===== src/rtl/dnns_ram.sv =====
// ----------------------------------------------------------------------------
// dnns_ram
// Generic single port RAM with one write or read per cycle and registered
// read data.
// ----------------------------------------------------------------------------
module dnns_ram #(
  parameter int  WIDTH = 8,
  parameter int  DEPTH = 16,
  localparam int AW    = (DEPTH > 1) ? $clog2(DEPTH) : 1
) (
  input  logic             clk,
  input  logic             we,
  input  logic [AW-1:0]    addr,
  input  logic [WIDTH-1:0] wdata,
  output logic [WIDTH-1:0] rdata
);

  logic [WIDTH-1:0] mem_r [DEPTH];
  logic [WIDTH-1:0] rdata_r;

  always_ff @(posedge clk) begin
    if (we) begin
      mem_r[addr] <= wdata;
    end
    rdata_r <= mem_r[addr];
  end

  assign rdata = rdata_r;

endmodule


===== config.mk =====
export PLATFORM = sky130hd
export DESIGN_NAME = dnns_ram
export DESIGN_NICKNAME = d
export VERILOG_FILES = /design/src/rtl/dnns_ram.sv
export SDC_FILE = /design/constraint.sdc
export NUM_CORES = 1
export LEC_CHECK = 0
export BUFFER_PORTS_ARGS = -buffer_cell sky130_fd_sc_hd__buf_2
export CORE_MARGIN = 2
export CORE_UTILIZATION = 35
export DETAILED_ROUTE_END_ITERATION = 10
export PLACE_DENSITY_LB_ADDON = 0.15
export SETUP_SLACK_MARGIN = 0.5
export SYNTH_ARGS = -nofsm -noshare
export SYNTH_HDL_FRONTEND = slang
export SYNTH_SLANG_ARGS = --single-unit

===== constraint.sdc =====
create_clock -name clk -period 3.4 [get_ports clk]
set_input_delay 0.68 -clock clk [delete_from_list [all_inputs] [get_ports clk]]
set_output_delay 0.68 -clock clk [all_outputs]
set_load 0.02 [all_outputs]

# Word level (Yosys, flattened, before mapping)
# Memory sizes are Yosys's and may differ from the RTL's. A register that Yosys moved wholly into a read port is not among the register bits.
# Cells that the tools add are included.
# totals
regBits	0
ramBits	128
input_bits	14
output_inout_bits	8
wordCells	3
mem_count	1
# classes
n_mux	2
# memory_table
memory	words	width	rd	rd_clocked_by_memory_dff	write_ports	line_no	source
mem_r	16	8	1	1	1	18	logic [WIDTH-1:0] mem_r [DEPTH];
# ops
op	n
2-to-1 mux 1 bit	2

# Longest topological paths before layout
# Gate-level depths: netlist of run 1.
# logic_depth
ltp_word	2
mapped_depth	5
mapped_depth_nobuf	3

# Worst setup path after synthesis of run 1
# Ideal clock, no wire load.
# synth_path
path_type	input port to flip-flop
startpoint	input port addr[2]
endpoint	memory mem_r[0][0] (enable)
setup_ns	0.383
t_arrival_ns	1.790
required_time_ns	3.017
setup_slack_ns	1.227
cell_stages	2
n_path_buf	0
path_cell_list	or3b_2 > nor3_1
# synth_rtl
element	line_no	source
start: declaration	13	input logic [AW-1:0] addr,
end: declaration	18	
# No word-level cell before the write port.

==> results.md, run 1 <==
* Antenna Cells at 0
* Synth top cells by count: 128 x edfxtp_1, 32 x mux4_2, 16 x a22oi_1
* Global route overflow at 0
* Max-slew headroom at 0.425
* RSZ-0062 raised after global routing: false
* Worst vdd ir at 0.390 mV
* Hold Buf Count CTS at 0
* Post_cts resized at 0
* Bufs on Longest Clock Path at 2
* H-Tree Depth at 4
* Synth top area cells: edfxtp_1 76%, mux4_2 14%, dfxtp_1 3.2%, a22oi_1 2.4%, nor2_1 0.96%
* Die area at 15500 µm²
* Yosys top cell by area: edfxtp_1
* Post-synth EDFFs at 128
* TritonCTS clock tree: yes
* DRT iter0 DRCs at 235
* Critical Path AT at 2.41 ns
* Max Used Layer: met4
* Mean Syn Cell Area at 22.0 µm²
* Fmax at 0.470 GHz
* Netlist Area Pre-Place at 5070 µm²
* Post-Route Setup TNS at 0 ns
* GRT Util Overall at 0.145
* Synth unique cells at 18
* Pre-antenna DRT Iters at 4
* Detailed placer's ending HPWL at 6740 µm
* Leakage at 2.05 nW
* CP Max Fanout at 21
* Routed wire length at 10400 µm
* CP max-delay cell: mux4_2
* Yosys top cell area share at 0.759
* Actual slew at the worst max-slew pin at 0.861 ns
* Fin. max-slew vios at 0
* Core ar. at 14000 µm²
* Max Cap Violations at 0
* Post-CTS Setup Inserts at 0
* Critical-path cell list: buf_2 > buf_12 > mux4_2 > a22oi_1 > nand2_1
* CTS buffer count at 17
* Antenna viol nets, final at 0
* PwrDens at 657 nW/µm²
* Critical Path RT at 3.68 ns
* Root Buffer: clkbuf_16
* Final hold viol count at 0
* DR WL/cell at 22.1 µm
* Synth async-reset ratio at 0
* DR WL met2 at 5230 µm
* Nets at 294
* Wl on met1 at 4610 µm
* Seq/Total Area, Yosys at 0.790
* Area Growth Syn to Fin at 21.4%
* Setup violations, final at 0
* HP Class: primary input to register
* Period utilization at 0.626
* Clock Pin Slew Worst Setup and Hold Paths at 0.05 ns
* CP Class: primary input to register
* Die X at 124 µm
* Status: finished, final reports clean
* Initial antenna violation count at 0
* Port bufs at 21
* Final Skew at 0.00607 ns
* Wire length on met3 at 382 µm
* Chip Height at 124 µm
* Top FF cell, synth: edfxtp_1
* # clock sinks at 136
* First-pass GRT wire length at 15900 µm
* Num rows at 43
* Share of cells above drive strength 1 at 0.365
* Largest net degree at the start of global routing at 26
* Final core utilization at 0.440
* Top-count cell post-synth: edfxtp_1
* Syn nets at 244
* DRC Markers at 0
* Vias at 2387
* Worst setup SP type: primary input
* DR vias/cell at 5.05
* Critical path capture point type: register
* FF+latch count, synth at 136
* Yosys warnings at 0
* Vias in the first global route at 2589
* Worst skew pair latency at 0.41 ns
* Post-Synthesis Cells at 230
* Initial Utilization at 0.362
* Io pins at 22
* Final period demand of the worst path at 2.13 ns
* Routability cong. at 0.709
* Worst path max stage delay at 0.54 ns
[metrics by stage]
step | hold slack (ns) | instances | power, W | instance area (µm²) | worst slack, ns
5_1_grt | 0.663 | 473 | 0.00417 | 6150 | 1.12
3_5_place_dp | 0.667 | 441 | 0.00212 | 5510 | 0.755
3_3_place_gp | 0.656 | 441 | 0.00211 | 5510 | 0.754
2_1_floorplan | 0.635 | 230 | 0.00203 | 5070 | 1.23
6_report | 0.662 | 473 | 0.00404 | 6150 | 1.27
4_1_cts | 0.646 | 473 | 0.00408 | 6150 | 1.19
[registers in the layout, summed over array words and instances, names as in the netlist]
| name | cells |
|---|---|
| rdata | 8 |
| mem_r | 128 |
[cells by family (layout without fill, tap and decap cells)]
kind of cell,count (synthesis),after routing,synth area share
and+or+nand+nor,35,35,0.0321
buffers and inverters,11,74,0.0119
AOI/OAI and AO/OA,16,16,0.0237
muxes,32,32,0.142
DFF,136,136,0.790
[critical path, delay by kind of cell]
kind                   cells  cell delay, ns
AO/OA/AOI/OAI              1            0.30
AND/OR/NAND/NOR            1            0.10
buffers and inverters      2            0.77
multiplexers               1            0.54
[layout by cell type (no fill, tap or decap), drive strengths merged]
master | synthesis | layout
nor2b | 2 | 2
edfxtp | 128 | 128
bufinv | 0 | 5
buf | 8 | 42
clkbuf | 3 | 18
and2 | 1 | 1
nor3 | 4 | 4
nand2b | 2 | 2
mux4 | 32 | 32
nand3 | 1 | 1
nor2 | 13 | 13
clkinvlp | 0 | 2
a22oi | 16 | 16
nand2 | 9 | 9
dfxtp | 8 | 8
or3b | 1 | 1
clkinv | 0 | 7
nand3b | 2 | 2
[worst paths after layout]
check / from / endpoint / slack [ns] / depth (start not counted)
max: addr[0] / rdata[6] / 1.27 / 5
min reg2reg: mem_r[15][3] / rdata[3] / 0.68 / 3
max reg2reg: mem_r[11][6] / rdata[6] / 2.00 / 3
min: wdata[3] / mem_r[3][3] / 0.66 / 1
[power by group]
part	total, W	internal, W	switching [W]
Clock	0.00197	0.00131	0.000654
Sequential	0.00189	0.00188	0.0000130
Combinational	0.000187	0.0000743	0.000112
Total	0.00404	0.00326	0.000780
[per-layer routing]
layer / vias to the layer above / GRT usage
li1: 1060 / -
met1: 1265 / 0.182
met2: 46 / 0.240
met3: 16 / 0.0365
met4: 0 / 0.0654
met5: - / 0
[area by class of cell]
type,instances,area (µm²)
timing repair buffer,42,275
clock inverter,14,204
fill,1235,7840
sequential,136,4000
multi-input combinational,83,1000
tap,180,225
clock buffer,18,439
Note: power is estimated with default switching activity, not from simulation.
==> run 2, diff against run 1 <==
- clock period: 3.4 -> 1.95 ns (I/O delays scaled with it)
==> run 2 against run 1 <==
Against the previous run: register-to-register slack worse by 1.4 ns; clock power up 66%; die area unchanged; cell area up 1.8%; utilization up 0.81 points; critical path type is now register to output pin; highest routed layer unchanged.
==> results.md, run 2 (same netlist as run 1, synthesis figures left out) <==
* Status: finished, final reports clean
* First-pass GRT wire length at 16300 µm
* DRT iter0 DRCs at 202
* Period utilization at 0.693
* CP top delay family: flip-flops
* GRT Util Overall at 0.150
* Max Cap Violations at 0
* Leakage at 2.03 nW
* CP max-delay cell: dfxtp_1
* # clock sinks at 136
* Number of flip-flops in the largest register at 128
* Detailed placer's ending HPWL at 6730 µm
* Worst setup SP type: register
* Reg2reg setup slack at 0.61 ns
* Length in cells of the worst reg-to-reg path at 3
* Crit path depth at 1
* DR WL/cell at 22.2 µm
* Area Growth Syn to Fin at 23.6%
* Area of the multi-input gates at 1150 µm²
* Fillers at 1200
* Share of cells above drive strength 1 at 0.420
* PwrDens at 1110 nW/µm²
* Critical Path AT at 0.96 ns
* CTS buffer count at 17
* Port bufs at 21
* DR vias/cell at 5.04
* Critical Path RT at 1.56 ns
* Worst vdd ir at 0.564 mV
* RSZ-0062 raised after global routing: false
* Vias in the first global route at 2563
* Post-Route Setup TNS at 0 ns
* Bufs on Longest Clock Path at 2
* Register area at 4000 µm²
* Antenna viol nets, final at 0
* Die X at 124 µm
* H-Tree Depth at 4
* Critical-path cell list: buf_2
* Core ar. at 14000 µm²
* Worst skew pair latency at 0.42 ns
* Critical path capture point type: output pin
* Num rows at 43
* WP buf/inv at 1
* Io pins at 22
* Routed wire length at 10400 µm
* Nets at 289
* HP Class: primary input to register
* Chip Height at 124 µm
* Max-slew headroom at 0.378
* Initial Utilization at 0.362
* CP Class: register to output pin
* Setup violations, final at 0
* Biggest register: mem_r
* TritonCTS clock tree: yes
* CP Max Fanout at 1
* Die area at 15500 µm²
* Reg2reg end: rdata[7]
* Pre-antenna DRT Iters at 5
* DRC Markers at 0
* Commonest cells after routing, fill and taps aside: 128 x edfxtp_1, 32 x mux4_2, 21 x buf_2, 17 x clkbuf_16, 13 x a22oi_1
* Critical path launch point: rdata[2]
* Worst R2R Start: mem_r[3][7]
* Final period demand of the worst path at 1.35 ns
* Root Buffer: clkbuf_16
* Clock Pin Slew Worst Setup and Hold Paths at 0.06 ns
* Final hold viol count at 0
* Fin. max-slew vios at 0
* Global route overflow at 0
* Fmax at 0.740 GHz
* Vias at 2361
* Pwr Total at 0.00693 W
* Initial antenna violation count at 0
* Worst path max stage delay at 0.36 ns
* Worst setup path end: rdata[2]
* Final Skew at 0.00342 ns
* Largest net degree at the start of global routing at 17
* Most common cell after layout, fill and taps aside: edfxtp_1
* Routability cong. at 0.681
* Actual slew at the worst max-slew pin at 0.931 ns
* Antenna Cells at 0
==> run 2: cell types whose count changed in the layout (fill, tap and decap cells not counted), sizes merged <==
cell    previous run  this run
buf               42        37
clkbuf            18        17
clkinv             7         9
bufinv             5         4
==> run 2: area by class of cell <==
type	instances	share of cell area
clock buffer	17	0.0679
clock inverter	15	0.0294
multi-input combinational	83	0.184
sequential	136	0.639
tap	180	0.0360
timing repair buffer	37	0.0439
==> run 2: how the worst min path moves through the flow <==
| stage | end | depth (start not counted) | startpoint | slack (ns) |
|---|---|---|---|---|
| floorplan | mem_r[0][0] | 0 | wdata[0] | 0.49 |
| global placement | rdata[5] | 3 | mem_r[8][5] | 0.68 |
| detailed placement | rdata[5] | 3 | mem_r[10][5] | 0.68 |
| CTS | mem_r[15][1] | 1 | wdata[1] | 0.34 |
| global route | mem_r[15][1] | 1 | wdata[1] | 0.35 |
| finish | mem_r[14][2] | 1 | wdata[2] | 0.36 |
==> run 2: through the flow <==
stage	utilization	setup WS [ns]	instance area [µm²]	cells	hold slack, ns
6_report	0.448	0.599	6260	468	0.357
5_1_grt	0.448	0.498	6260	468	0.355
4_1_cts	0.447	0.527	6250	468	0.342
3_5_place_dp	0.403	0.0772	5640	436	0.678
3_3_place_gp	0.403	0.0852	5640	436	0.677
2_1_floorplan	-	0.421	5230	230	0.489
==> run 2: timing repair <==
item                                    in CTS  in global routing
hold buffers                                 0                  0
setup buffers                                0                  0
endpoints found under the setup margin       0                 11
resized for setup                            0                  3
==> run 2: routing by layer <==
layer / track usage / up-vias / wire length [µm]
met1: 0.207 / 1234 / 4970
met2: 0.221 / 52 / 4850
met5: 0 / - / 0
met4: 0.0416 / 0 / 111
li1: - / 1064 / -
met3: 0.0610 / 11 / 442
==> run 2: where the power goes <==
part	leakage, nW	switching (W)	total (W)	internal (W)
combinational	0.510	0.000219	0.000368	0.000149
clock	0.295	0.00116	0.00328	0.00211
sequential	1.22	0.0000179	0.00329	0.00327
